$ cat src/design/easing_curve_evaluator_assert.svh
// Assertion macros shared by the easing curve evaluator RTL.
// Depends on: a clock named clk and an active-low reset named rst_n in scope.
`ifndef EASING_CURVE_EVALUATOR_ASSERT_SVH
`define EASING_CURVE_EVALUATOR_ASSERT_SVH

// same-cycle implication, checked outside reset
`define ECE_ASSERT_IMP(lbl, ante, cons, msg) \
    lbl: assert property (@(posedge clk) disable iff (!rst_n) (ante) |-> (cons)) \
        else $error(msg);

// next-cycle implication, checked outside reset
`define ECE_ASSERT_NXT(lbl, ante, cons, msg) \
    lbl: assert property (@(posedge clk) disable iff (!rst_n) (ante) |=> (cons)) \
        else $error(msg);

`endif

$ cat src/design/ece_pkg.sv
// Shared types, widths and constant tables for the easing curve evaluator.
// Depends on: nothing.
package ece_pkg;

    localparam int TIME_BITS  = 16;
    localparam int VALUE_BITS = 32;
    localparam int FRAC_BITS  = 16;
    localparam int FW         = FRAC_BITS + 1;   // fraction, 1.0 exact
    localparam int EW         = FRAC_BITS + 3;   // signed eased fraction

    localparam logic [FW-1:0] ONE_Q   = FW'(1) << FRAC_BITS;
    localparam logic [FW-1:0] HALF_Q  = FW'(1) << (FRAC_BITS - 1);
    localparam logic [16:0]   BACK_S  = 17'd111514;   // 1.70158
    localparam logic [17:0]   BACK_S1 = 18'd177050;   // 2.70158
    // floor(10*f/3) = (f * THIRD_MUL) >> 21 for f up to 1.0
    localparam logic [22:0]   THIRD_MUL   = 23'd6990510;
    localparam logic [15:0]   PHASE_QTR   = 16'd49152;

    localparam logic [19:0] BNC_K1 = 20'd262144;   // 4.0
    localparam logic [19:0] BNC_K2 = 20'd524288;   // 8.0
    localparam logic [19:0] BNC_K3 = 20'd655360;   // 10.0
    localparam logic [20:0] BNC_C1 = 21'd393216;   // 6.0
    localparam logic [20:0] BNC_C2 = 21'd589824;   // 9.0
    localparam logic [20:0] BNC_C3 = 21'd688128;   // 10.5
    localparam logic [15:0] BNC_B1 = 16'd49152;    // .75
    localparam logic [15:0] BNC_B2 = 16'd61440;    // .9375
    localparam logic [15:0] BNC_B3 = 16'd64512;    // .984375

    localparam logic [FW-1:0] SINE_TAB [17] = '{
        17'd0, 17'd6424, 17'd12785, 17'd19024, 17'd25080, 17'd30893,
        17'd36410, 17'd41576, 17'd46341, 17'd50660, 17'd54491, 17'd57798,
        17'd60547, 17'd62714, 17'd64277, 17'd65220, 17'd65536
    };

    localparam logic [FW-1:0] POW_TAB [17] = '{
        17'd65536, 17'd62757, 17'd60097, 17'd57549, 17'd55109, 17'd52773,
        17'd50535, 17'd48393, 17'd46341, 17'd44376, 17'd42495, 17'd40693,
        17'd38968, 17'd37316, 17'd35734, 17'd34219, 17'd32768
    };

    typedef enum logic [2:0] {
        MODE_LINEAR   = 3'd0,
        MODE_IN_QUAD  = 3'd1,
        MODE_OUT_QUAD = 3'd2,
        MODE_IO_QUAD  = 3'd3,
        MODE_OUT_BACK = 3'd4,
        MODE_OUT_ELAS = 3'd5,
        MODE_OUT_BNC  = 3'd6,
        MODE_SPARE    = 3'd7
    } ece_mode_t;

    typedef struct packed {
        logic [2:0]                   mode;
        logic [TIME_BITS-1:0]         elapsed;
        logic [TIME_BITS-1:0]         span;
        logic signed [VALUE_BITS-1:0] start_value;
        logic signed [VALUE_BITS-1:0] delta_value;
    } ece_in_t;

    typedef struct packed {
        logic signed [VALUE_BITS-1:0] eased_value;
        logic                         saturated;
    } ece_out_t;

    // word fields that ride along the pipeline
    typedef struct packed {
        logic [2:0]                   mode;
        logic signed [VALUE_BITS-1:0] start_value;
        logic signed [VALUE_BITS-1:0] delta_value;
    } ece_carry_t;

endpackage

$ cat src/design/ece_blend.sv
// Blend stage: start + delta * eased fraction, saturated, into the output register.
// Depends on: ece_pkg.
module ece_blend (
    input  logic                          clk,
    input  logic                          rst_n,
    input  logic                          en,
    input  logic                          in_valid,
    input  logic signed [ece_pkg::EW-1:0] in_ease,
    input  ece_pkg::ece_carry_t           in_carry,
    output logic                          out_valid,
    output ece_pkg::ece_out_t             out_word
);
    import ece_pkg::*;

    localparam int SW = VALUE_BITS + 4;
    localparam logic signed [SW-1:0] VMAX = SW'((64'sd1 <<< (VALUE_BITS - 1)) - 64'sd1);
    localparam logic signed [SW-1:0] VMIN = -VMAX - SW'(1);

    logic                             mid_valid_reg;
    logic signed [VALUE_BITS+2:0]     dh_reg;
    logic signed [VALUE_BITS+16:0]    dl_reg;
    logic signed [VALUE_BITS-1:0]     start_reg;

    logic signed [2:0]                eh;
    logic signed [VALUE_BITS+17:0]    dl_sum;
    logic signed [SW-1:0]             sum;
    ece_out_t                         word_next;

    logic     out_valid_reg;
    ece_out_t out_word_reg;

    assign eh = in_ease[EW-1:FRAC_BITS];

    always_ff @(posedge clk)
    begin
        if (en)
        begin
            dh_reg    <= in_carry.delta_value * eh;
            dl_reg    <= in_carry.delta_value * $signed({1'b0, in_ease[FRAC_BITS-1:0]});
            start_reg <= in_carry.start_value;
        end
    end

    always_comb
    begin
        dl_sum = (VALUE_BITS+18)'(dl_reg) + (VALUE_BITS+18)'(32768);
        // rounded low product keeps its sign when widened
        sum    = SW'(start_reg) + SW'(dh_reg) + SW'($signed(dl_sum[VALUE_BITS+17:16]));
        priority if (sum > VMAX)
        begin
            word_next.eased_value = VMAX[VALUE_BITS-1:0];
            word_next.saturated   = 1'b1;
        end
        else if (sum < VMIN)
        begin
            word_next.eased_value = VMIN[VALUE_BITS-1:0];
            word_next.saturated   = 1'b1;
        end
        else
        begin
            word_next.eased_value = sum[VALUE_BITS-1:0];
            word_next.saturated   = 1'b0;
        end
    end

    always_ff @(posedge clk)
    begin
        if (en)
            out_word_reg <= word_next;
    end

    always_ff @(posedge clk or negedge rst_n)
    begin
        if (!rst_n)
        begin
            mid_valid_reg <= 1'b0;
            out_valid_reg <= 1'b0;
        end
        else if (en)
        begin
            mid_valid_reg <= in_valid;
            out_valid_reg <= mid_valid_reg;
        end
    end

    assign out_valid = out_valid_reg;
    assign out_word  = out_word_reg;

endmodule

$ cat config.mk
export PLATFORM = sky130hd
export DESIGN_NAME = ece_blend
export DESIGN_NICKNAME = d
export VERILOG_FILES = /design/src/design/easing_curve_evaluator_assert.svh /design/src/design/ece_pkg.sv /design/src/design/ece_blend.sv
export SDC_FILE = /design/constraint.sdc
export NUM_CORES = 2
export LEC_CHECK = 0
export BUFFER_PORTS_ARGS = -buffer_cell sky130_fd_sc_hd__buf_2
export CAP_MARGIN = 25
export CORE_MARGIN = 5
export CORE_UTILIZATION = 55
export CTS_CLUSTER_SIZE = 28
export DETAILED_ROUTE_END_ITERATION = 10
export HOLD_SLACK_MARGIN = 0.02
export PLACE_DENSITY_LB_ADDON = 0.1
export SYNTH_ARGS = -nofsm -noshare
export SYNTH_HDL_FRONTEND = slang
export SYNTH_SLANG_ARGS = --single-unit
$ cat constraint.sdc
create_clock -name clk -period 10.7 [get_ports clk]
set_input_delay 2.14 -clock clk [delete_from_list [all_inputs] [get_ports clk]]
set_output_delay 2.14 -clock clk [all_outputs]
set_load 0.01 [all_outputs]
==> summary.txt <==
post-synthesis sequential area ratio: 14.3%
Setup-failing EPs final: 0
Max-Cap Viols: 0
post-synthesis async set-or-reset flop share: 1.47%
Cell Chain, Critical Path: buf_2 -> nand2_1 -> fa_1 -> inv_1 -> fa_1 -> ha_1 -> fa_1 -> inv_1 -> fa_1 -> inv_1 -> fa_1 -> ha_1 -> nand4_1 -> nor3_1 -> o22ai_1 -> a32o_1 -> nor4_1 -> o21ai_0 -> o31ai_1 -> a41oi_1 -> xnor2_1
worst-case clock skew: 0.00966 ns
vias in the first global route: 22274
Critical Path Most Common Cell: fa_1
Die W: 238 um
largest cells by area after synthesis: fa_1, edfxtp_1, ha_1
Worst-Margin Slew: 0.942 ns
CP Data Required Time: 10.87 ns
CP peak stage delay: 0.68 ns
detailed-route DRC error count: 0
outcome: finished clean
Syn-to-layout area delta: 5.37%
final WL: 70300 um
hpwl dp: 53800 um
layout cells sized above 1: 5.87%
crit path DAT: 8.95 ns
Largest delay share family, worst path: adder cells
initial DRC count: 1323
H-Tree Depth: 4
die area: 56500 um2
routed via count: 20599
initial core utilization: 55.5%
CTS sink count: 136
CP max-delay cell: buf_2
Worst Hold Class: reg -> reg
largest net degree at the start of global routing: 73
Top-Level Pins: 124
count leader, synth: inv_1
register clock-pin slew on the reported worst setup and hold paths: 0.06 ns
Critical Path End Type: register
area share of the largest cell type after synthesis: 39.1%
Mean Syn Cell Area: 9.40 um2
final net count: 3895
fmax: 114 MHz
Wirelength per Cell: 18.9 um
Setup TNS Final: 0 ns
initial antenna violation count: 3
first-pass GRT wire length: 116000 um
Synth Flop Type: edfxtp_1
fin crit share: 82.0%
final hold slack: 0.504 ns
core footprint: 51300 um2
Routability Congestion: 0.877
Max Buffers Root-to-Sink: 2
max reg flops: 35
Syn Inst Count: 3031
minimum clock period: 8.77 ns
cts repair resizes: 0
Post-DRT Antenna Nets: 0
EDFF count, synth: 134
final hold viol count: 0
total track usage: 25.7%
clk_lat worst skew: 0.43 ns
num rows: 83
Die Y: 238 um
syn_nets: 3891
drt first pass iters: 5
Netlist cell types: 73
cts-stage hold buffer count: 0
CP Launch Type: primary input
critical path class: in -> reg
RSZ-0062 raised after global routing: no
Final Max Tran Viols: 0
top cells by count, synth: inv_1, fa_1, nand2_1
Port-buffer cells: 120
CP Buf/Inv Count: 4
root buffer cell: clkbuf_16
postcts setup bufs: 0
Cell Area, Synth: 28500 um2
Synth warnings: 0
TritonCTS buffer count: 17
largest fanout on the critical path: 32
CTS tree: done
gr ovfl total: 0
flops & latches, synth: 136
post-synth top area cell: fa_1
vias per cell: 5.52
Slew headroom: 37.2%
[path summary, 6_finish.rpt]
check / startpoint / end / slack [ns] / cells after the start
worst max-delay path: in_ease[2] / dl_reg[46] / 1.93 / 21
worst min-delay path: mid_valid_reg / mid_valid_reg / 0.50 / 1
worst max register to register: dl_reg[17] / out_word[4] / 5.06 / 20
worst min register to register: mid_valid_reg / mid_valid_reg / 0.50 / 1
max in group asynchronous: rst_n / out_valid / 9.12 / 1
min in group asynchronous: rst_n / mid_valid_reg / 1.49 / 1
[layout by cell type, fill, tap and decap left out, drive strengths merged, types with 16 or more instances in the layout]
cell / count
and2: 231
nand3: 33
a21oi: 105
nand4: 27
and3: 16
nor2: 55
nand2: 418
edfxtp: 134
buf: 127
clkbuf: 19
nor3: 20
a21o: 56
o21ai: 82
xor2: 49
xnor2: 85
nand2b: 38
ha: 214
o21a: 18
fa: 556
inv: 632
[metrics by stage]
stage | cells | util, % | setup WS, ns | area (um2)
final | 3729 | 58.5 | 1.93 | 30000
after global routing | 3729 | 58.5 | 1.69 | 30000
after CTS | 3726 | 58.5 | 2.04 | 30000
after detailed placement | 3694 | 57.3 | 1.62 | 29400
after global placement | 3694 | 57.3 | 1.56 | 29400
after floorplan | 3031 | - | 2.71 | 28500
[logic make-up (layout without fill, tap and decap cells)]
logic type      Yosys count  after routing  synth area share (%)
simple gates            875            875                  15.0
buf+inv                 771            788                  10.3
fa+ha+maj               770            770                  48.5
compound gates          342            342                  7.62
flops                   136            136                  14.3
xor+xnor                134            134                  4.15
mux                       3              3                 0.114
other cells               0              1                     0
[area by class of cell]
class | count | area, um2
multi-input cells | 2124 | 21500
fillers | 4582 | 21300
diodes | 1 | 2.50
well taps | 680 | 851
repair buffers | 127 | 674
flip-flops and latches | 136 | 4070
clock inverters | 13 | 146
clock buffers | 19 | 433
inverters | 629 | 2360
[per-layer routing]
metal  global-route usage (%)  vias to the layer above  routed length, um
met5                        0                        -                 13
met4                     6.45                        2               1750
li1                         -                     9348                  -
met3                     5.09                      124               5630
met1                     35.3                    10364              29700
met2                     42.5                      761              33200
Power is not shown: default switching activity piles up to over one toggle a cycle in this logic, so the estimate is an artifact.
