[src/design/easing_curve_evaluator_assert.svh]
// Assertion macros shared by the easing curve evaluator RTL.
// Depends on: a clock named clk and an active-low reset named rst_n in scope.
`ifndef EASING_CURVE_EVALUATOR_ASSERT_SVH
`define EASING_CURVE_EVALUATOR_ASSERT_SVH

// same-cycle implication, checked outside reset
`define ECE_ASSERT_IMP(lbl, ante, cons, msg) \
    lbl: assert property (@(posedge clk) disable iff (!rst_n) (ante) |-> (cons)) \
        else $error(msg);

// next-cycle implication, checked outside reset
`define ECE_ASSERT_NXT(lbl, ante, cons, msg) \
    lbl: assert property (@(posedge clk) disable iff (!rst_n) (ante) |=> (cons)) \
        else $error(msg);

`endif

[src/design/ece_pkg.sv]
// Shared types, widths and constant tables for the easing curve evaluator.
// Depends on: nothing.
package ece_pkg;

    localparam int TIME_BITS  = 16;
    localparam int VALUE_BITS = 32;
    localparam int FRAC_BITS  = 16;
    localparam int FW         = FRAC_BITS + 1;   // fraction, 1.0 exact
    localparam int EW         = FRAC_BITS + 3;   // signed eased fraction

    localparam logic [FW-1:0] ONE_Q   = FW'(1) << FRAC_BITS;
    localparam logic [FW-1:0] HALF_Q  = FW'(1) << (FRAC_BITS - 1);
    localparam logic [16:0]   BACK_S  = 17'd111514;   // 1.70158
    localparam logic [17:0]   BACK_S1 = 18'd177050;   // 2.70158
    // floor(10*f/3) = (f * THIRD_MUL) >> 21 for f up to 1.0
    localparam logic [22:0]   THIRD_MUL   = 23'd6990510;
    localparam logic [15:0]   PHASE_QTR   = 16'd49152;

    localparam logic [19:0] BNC_K1 = 20'd262144;   // 4.0
    localparam logic [19:0] BNC_K2 = 20'd524288;   // 8.0
    localparam logic [19:0] BNC_K3 = 20'd655360;   // 10.0
    localparam logic [20:0] BNC_C1 = 21'd393216;   // 6.0
    localparam logic [20:0] BNC_C2 = 21'd589824;   // 9.0
    localparam logic [20:0] BNC_C3 = 21'd688128;   // 10.5
    localparam logic [15:0] BNC_B1 = 16'd49152;    // .75
    localparam logic [15:0] BNC_B2 = 16'd61440;    // .9375
    localparam logic [15:0] BNC_B3 = 16'd64512;    // .984375

    localparam logic [FW-1:0] SINE_TAB [17] = '{
        17'd0, 17'd6424, 17'd12785, 17'd19024, 17'd25080, 17'd30893,
        17'd36410, 17'd41576, 17'd46341, 17'd50660, 17'd54491, 17'd57798,
        17'd60547, 17'd62714, 17'd64277, 17'd65220, 17'd65536
    };

    localparam logic [FW-1:0] POW_TAB [17] = '{
        17'd65536, 17'd62757, 17'd60097, 17'd57549, 17'd55109, 17'd52773,
        17'd50535, 17'd48393, 17'd46341, 17'd44376, 17'd42495, 17'd40693,
        17'd38968, 17'd37316, 17'd35734, 17'd34219, 17'd32768
    };

    typedef enum logic [2:0] {
        MODE_LINEAR   = 3'd0,
        MODE_IN_QUAD  = 3'd1,
        MODE_OUT_QUAD = 3'd2,
        MODE_IO_QUAD  = 3'd3,
        MODE_OUT_BACK = 3'd4,
        MODE_OUT_ELAS = 3'd5,
        MODE_OUT_BNC  = 3'd6,
        MODE_SPARE    = 3'd7
    } ece_mode_t;

    typedef struct packed {
        logic [2:0]                   mode;
        logic [TIME_BITS-1:0]         elapsed;
        logic [TIME_BITS-1:0]         span;
        logic signed [VALUE_BITS-1:0] start_value;
        logic signed [VALUE_BITS-1:0] delta_value;
    } ece_in_t;

    typedef struct packed {
        logic signed [VALUE_BITS-1:0] eased_value;
        logic                         saturated;
    } ece_out_t;

    // word fields that ride along the pipeline
    typedef struct packed {
        logic [2:0]                   mode;
        logic signed [VALUE_BITS-1:0] start_value;
        logic signed [VALUE_BITS-1:0] delta_value;
    } ece_carry_t;

endpackage

[src/design/ece_divider.sv]
// Pipelined restoring divider: fraction = floor(min(elapsed,span) * 2^16 / span).
// Depends on: ece_pkg, easing_curve_evaluator_assert.svh.
`include "easing_curve_evaluator_assert.svh"
module ece_divider (
    input  logic                              clk,
    input  logic                              rst_n,
    input  logic                              en,
    input  logic                              in_valid,
    input  logic [ece_pkg::TIME_BITS-1:0]     in_elapsed,
    input  logic [ece_pkg::TIME_BITS-1:0]     in_span,
    input  ece_pkg::ece_carry_t               in_carry,
    output logic                              out_valid,
    output logic [ece_pkg::FW-1:0]            out_frac,
    output logic                              out_zero,
    output ece_pkg::ece_carry_t               out_carry
);
    import ece_pkg::*;

    localparam int NS = FW + 1;   // clamp stage plus one stage per quotient bit

    logic [NS-1:0]        valid_reg;
    logic [TIME_BITS-1:0] rem_reg   [NS];
    logic [TIME_BITS-1:0] div_reg   [NS];
    logic [FW-1:0]        quo_reg   [NS];
    logic                 zero_reg  [NS];
    ece_carry_t           carry_reg [NS];
    logic                 lsb_reg;

    logic [TIME_BITS-1:0] clamp_t;
    logic [TIME_BITS:0]   trial [FW];
    logic [TIME_BITS:0]   diff  [FW];
    logic                 ge    [FW];
    logic [TIME_BITS-1:0] rem_next [FW];
    logic [FW-1:0]        quo_next [FW];

    assign clamp_t = (in_elapsed > in_span) ? in_span : in_elapsed;

    always_comb
    begin
        for (int k = 0; k < FW; k++)
        begin
            // only the first step pulls in a dividend bit; the rest shift in zero
            trial[k]    = {rem_reg[k], (k == 0) ? lsb_reg : 1'b0};
            diff[k]     = trial[k] - {1'b0, div_reg[k]};
            ge[k]       = trial[k] >= {1'b0, div_reg[k]};
            rem_next[k] = ge[k] ? diff[k][TIME_BITS-1:0] : trial[k][TIME_BITS-1:0];
            quo_next[k] = {quo_reg[k][FW-2:0], ge[k]};
        end
    end

    always_ff @(posedge clk or negedge rst_n)
    begin
        if (!rst_n)
            valid_reg <= '0;
        else if (en)
            valid_reg <= {valid_reg[NS-2:0], in_valid};
    end

    always_ff @(posedge clk)
    begin
        if (en)
        begin
            rem_reg[0]   <= clamp_t >> 1;
            lsb_reg      <= clamp_t[0];
            div_reg[0]   <= in_span;
            quo_reg[0]   <= '0;
            zero_reg[0]  <= (in_span == '0);
            carry_reg[0] <= in_carry;
            for (int k = 0; k < FW; k++)
            begin
                rem_reg[k+1]   <= rem_next[k];
                quo_reg[k+1]   <= quo_next[k];
                div_reg[k+1]   <= div_reg[k];
                zero_reg[k+1]  <= zero_reg[k];
                carry_reg[k+1] <= carry_reg[k];
            end
        end
    end

    assign out_valid = valid_reg[NS-1];
    assign out_frac  = quo_reg[NS-1];
    assign out_zero  = zero_reg[NS-1];
    assign out_carry = carry_reg[NS-1];

    // clamped time never gives a fraction above 1.0
    `ECE_ASSERT_IMP(a_frac_range, out_valid && !out_zero, out_frac <= ONE_Q, "fraction above one")
    // a frozen pipeline keeps its last stage
    `ECE_ASSERT_NXT(a_div_hold, !en, $stable(out_valid), "divider moved while frozen")

endmodule

[config.mk]
export PLATFORM = sky130hd
export DESIGN_NAME = ece_divider
export DESIGN_NICKNAME = d
export VERILOG_FILES = /design/src/design/ece_pkg.sv /design/src/design/ece_divider.sv
export VERILOG_INCLUDE_DIRS = /design/src /design/src/design
export SDC_FILE = /design/constraint.sdc
export NUM_CORES = 2
export LEC_CHECK = 0
export BUFFER_PORTS_ARGS = -buffer_cell sky130_fd_sc_hd__buf_4
export CAP_MARGIN = 0
export CORE_MARGIN = 5
export CORE_UTILIZATION = 40
export CTS_CLUSTER_SIZE = 28
export DETAILED_ROUTE_END_ITERATION = 10
export PLACE_DENSITY = 0.61
export SLEW_MARGIN = 20
export SYNTH_ARGS = -nofsm -noshare
export SYNTH_HDL_FRONTEND = slang
export SYNTH_SLANG_ARGS = --single-unit
[constraint.sdc]
create_clock -name clk -period 3.56 [get_ports clk]
set_input_delay 0.534 -clock clk [delete_from_list [all_inputs] [get_ports clk]]
set_output_delay 0.534 -clock clk [all_outputs]
set_load 0.05 [all_outputs]
==> key figures <==
Timing
  • RSZ-0062 raised after global routing: false
  • Rel. slew slack: 0.364
  • Worst Skew: 0.0719 ns
  • Fin. Hold Viols: 0
  • Achievable Freq: ~320 MHz
  • Minimum clock period: 3.17 ns
  • Tcrit/Tclk final: 0.891
  • Setup violators final: 0
  • Worst hold slack: about 0.096 ns
  • Max Slew Vio Count: 0
  • Post-route setup TNS: 0 ns
  • Worst Tran Pin Value: roughly 0.93 ns

Detailed routing
  • TritonRoute pass-1 iters: 5
  • Routed WL per cell: between 10 and 15 um
  • Final wirelength: 112000 um
  • Antenna Violating Nets Remaining: 0
  • Via density: about 4.7
  • DRC: 0
  • Drt initial violations: around 2.0k
  • DR vias: 35.2k

Final layout
  • Synthesis-to-finish area growth: 17.3%
  • Most frequent cells in the layout: edfxtp_1, inv_1, ha_1, buf_4, clkbuf_16
  • Commonest non-fill, non-tap cell in the layout: edfxtp_1
  • Max reg flops: about 1.2k
  • Final Net Count: 5224
  • Layout cells sized above 1: 0.145
  • Design area: 0.0877 mm^2

Synth
  • EDFF count, synth: 1921
  • Library cells used by synthesis: 87
  • Synth area leader: edfxtp_1
  • Post-synthesis sequential area ratio: 0.778
  • #FFs+latches synth: 1939
  • Avg Synthesized Cell Area: about 17 um^2
  • Synth async-reset ratio: 0.00928
  • Synth area leaders: edfxtp_1, ha_1, mux2_2, inv_1, xnor2_1
  • Top_reg_cell synth: edfxtp_1
  • Mapped Cells: roughly 4.3k
  • Synth warn: 0
  • Mapped cell area: approximately 0.075 mm^2
  • Top cell type's share of synthesized area: 0.772
  • Post-synth net total: 4701

Die
  • Die area: 0.196 mm^2
  • IO Pins: around 190
  • Chip width: approximately 440 um
  • Die Height: between 400 and 500 um
  • Initial core utilization: 0.402
  • Placement row count: 158
  • Core box area: 0.186 mm^2

Global routing
  • Vias in the first global route: about 37k
  • Largest net degree at the start of global routing: roughly 110
  • GR Overflow Total: 0
  • Gr usage total: 0.115
  • Initial antenna violation count: 1
  • First-pass GRT wire length: 184000 um

Job
  • Max-Cap Viols: 0

Clocking
  • Worst-skew pair later-pin latency: 0.85 ns
  • PostCTS Resize Cnt: 0
  • Hold Buf Count CTS: 101
  • # clock sinks: approximately 1.9k
  • Root buf cell: clkbuf_16
  • TritonCTS Buffers: about 200
  • Max H-tree Level: 4
  • Clk slew on worst S/H paths: ~0.060 ns
  • # Post-CTS Setup Buffers: 0
  • Maximum clock path buffer count: 3
  • CTS tree: done

Placement
  • HPWL after DPL: ~73000 um
  • Post-Place Cell Area: 0.0800 mm^2
  • Input/output buffers: 188
  • Routability cong.: around 0.84

Critical path
  • WP data required: a little over 4 ns
  • Crit path top cell by count: o31a_1
  • CP Max Fanout: 19
  • FF-to-FF setup slack: between 0.3 and 0.4 ns
  • CP bufs+invs: 1
  • Worst reg2reg path depth: 9
  • Crit-path slowest cell: o21a_1
  • Crit path kind: flop to flop
  • Cell family with most CP delay: compound AO/OA/AOI/OAI gates
  • Critical Path Sink Type: flop
  • Worst path max stage delay: approximately 0.47 ns
  • FF-to-FF Start: div_reg[14][1]$_DFFE_PP_
  • Setup crit start kind: flop
  • Data arrival time of the critical path: between 3 and 4 ns
  • CP cell instances: inv_1, ha_1, nor2b_1, o31a_1, o31a_1, o2111ai_1, nand2_1, o21a_1, mux2_4
  • Worst reg2reg endpoint: rem_reg[15][14]$_DFFE_PP_

Run status
  • Status: completed

Power and ir drop
  • Peak supply drop: approximately 0.45 mV
  • Power Density: ~770 mW/mm^2
  • Static Leakage: 0.0327 uW

Hold path
  • HP Class: primary input to asynchronous set/reset pin
## cell families (layout without fill, tap and decap cells)
| logic type | after synthesis | count (layout) | share of synthesized area |
|---|---|---|---|
| buffers and inverters | 397 | 1086 | 0.0210 |
| AOI/OAI and AO/OA | 749 | 749 | 0.0662 |
| other | 0 | 1 | 0 |
| DFF | 1939 | 1939 | 0.778 |
| and+or+nand+nor | 571 | 571 | 0.0367 |
| muxes | 159 | 159 | 0.0248 |
| adders and majority gates | 303 | 303 | 0.0524 |
| xor gates and xnor gates | 177 | 177 | 0.0208 |
## metrics by stage
stage,instances,util,total power [uW],setup WS (ns)
5_1_grt,7465,0.472,71900,0.180
2_1_floorplan,4295,-,43400,0.872
3_5_place_dp,6997,0.431,47400,0.406
4_1_cts,7464,0.472,68700,0.362
3_3_place_gp,6997,0.431,47000,0.455
6_report,7465,0.472,67800,0.388
## per-layer routing
metal	up-vias	wire, um	GRT usage
li1	17400	-	-
met2	568	57700	0.205
met3	287	4390	0.0270
met1	17000	44700	0.129
met4	0	4750	0.0529
met5	-	0	0
## layout make-up
type	count	area, um^2
Clock inverter	132	1590
Sequential cell	1939	58100
Antenna cell	1	2.50
Fill cell	15500	98000
Timing Repair Buffer	361	3360
Multi-Input combinational cell	1959	15000
Clock buffer	234	5110
Tap cell	2480	3100
Inverter	359	1350
## synth_stat cells (all sizes together), types with 9 or more instances
cell type  number
edfxtp       1921
inv           359
ha            287
o21ai         199
nand2         195
a21oi         176
mux2          147
nor2          124
xnor2         108
a21o          100
xor2           69
o21a           47
nor2b          44
nand2b         40
nand4          37
nand3          32
a31oi          28
nor3           28
a211oi         22
buf            21
o21bai         21
o31ai          21
dfrtp          18
and2           17
clkbuf         17
fa             16
o31a           15
o211ai         14
and3           13
mux2i          12
nor4           11
a21boi         10
a211o           9
o22ai           9
## report_power, final
group / switching, uW / leakage [uW] / internal (uW)
Combinational: 8910 / 0.0104 / 7650
Sequential: 1300 / 0.0190 / 29300
Clock: 8550 / 0.00322 / 12200
Total: 18800 / 0.0327 / 49100
## worst max path at each step
stage | from | end | slack (ns) | depth (start not counted)
2_1_floorplan | div_reg[14][1]$_DFFE_PP_ | rem_reg[15][14]$_DFFE_PP_ | 0.87 | 11
3_3_place_gp | div_reg[10][3]$_DFFE_PP_ | rem_reg[11][5]$_DFFE_PP_ | 0.45 | 9
3_5_place_dp | div_reg[10][3]$_DFFE_PP_ | rem_reg[11][4]$_DFFE_PP_ | 0.41 | 9
4_1_cts | div_reg[10][3]$_DFFE_PP_ | rem_reg[11][15]$_DFFE_PP_ | 0.36 | 9
5_1_grt | div_reg[10][3]$_DFFE_PP_ | rem_reg[11][15]$_DFFE_PP_ | 0.18 | 9
6_report | div_reg[14][1]$_DFFE_PP_ | rem_reg[15][14]$_DFFE_PP_ | 0.39 | 9
No activity file was read; power rests on OpenSTA's default activity.
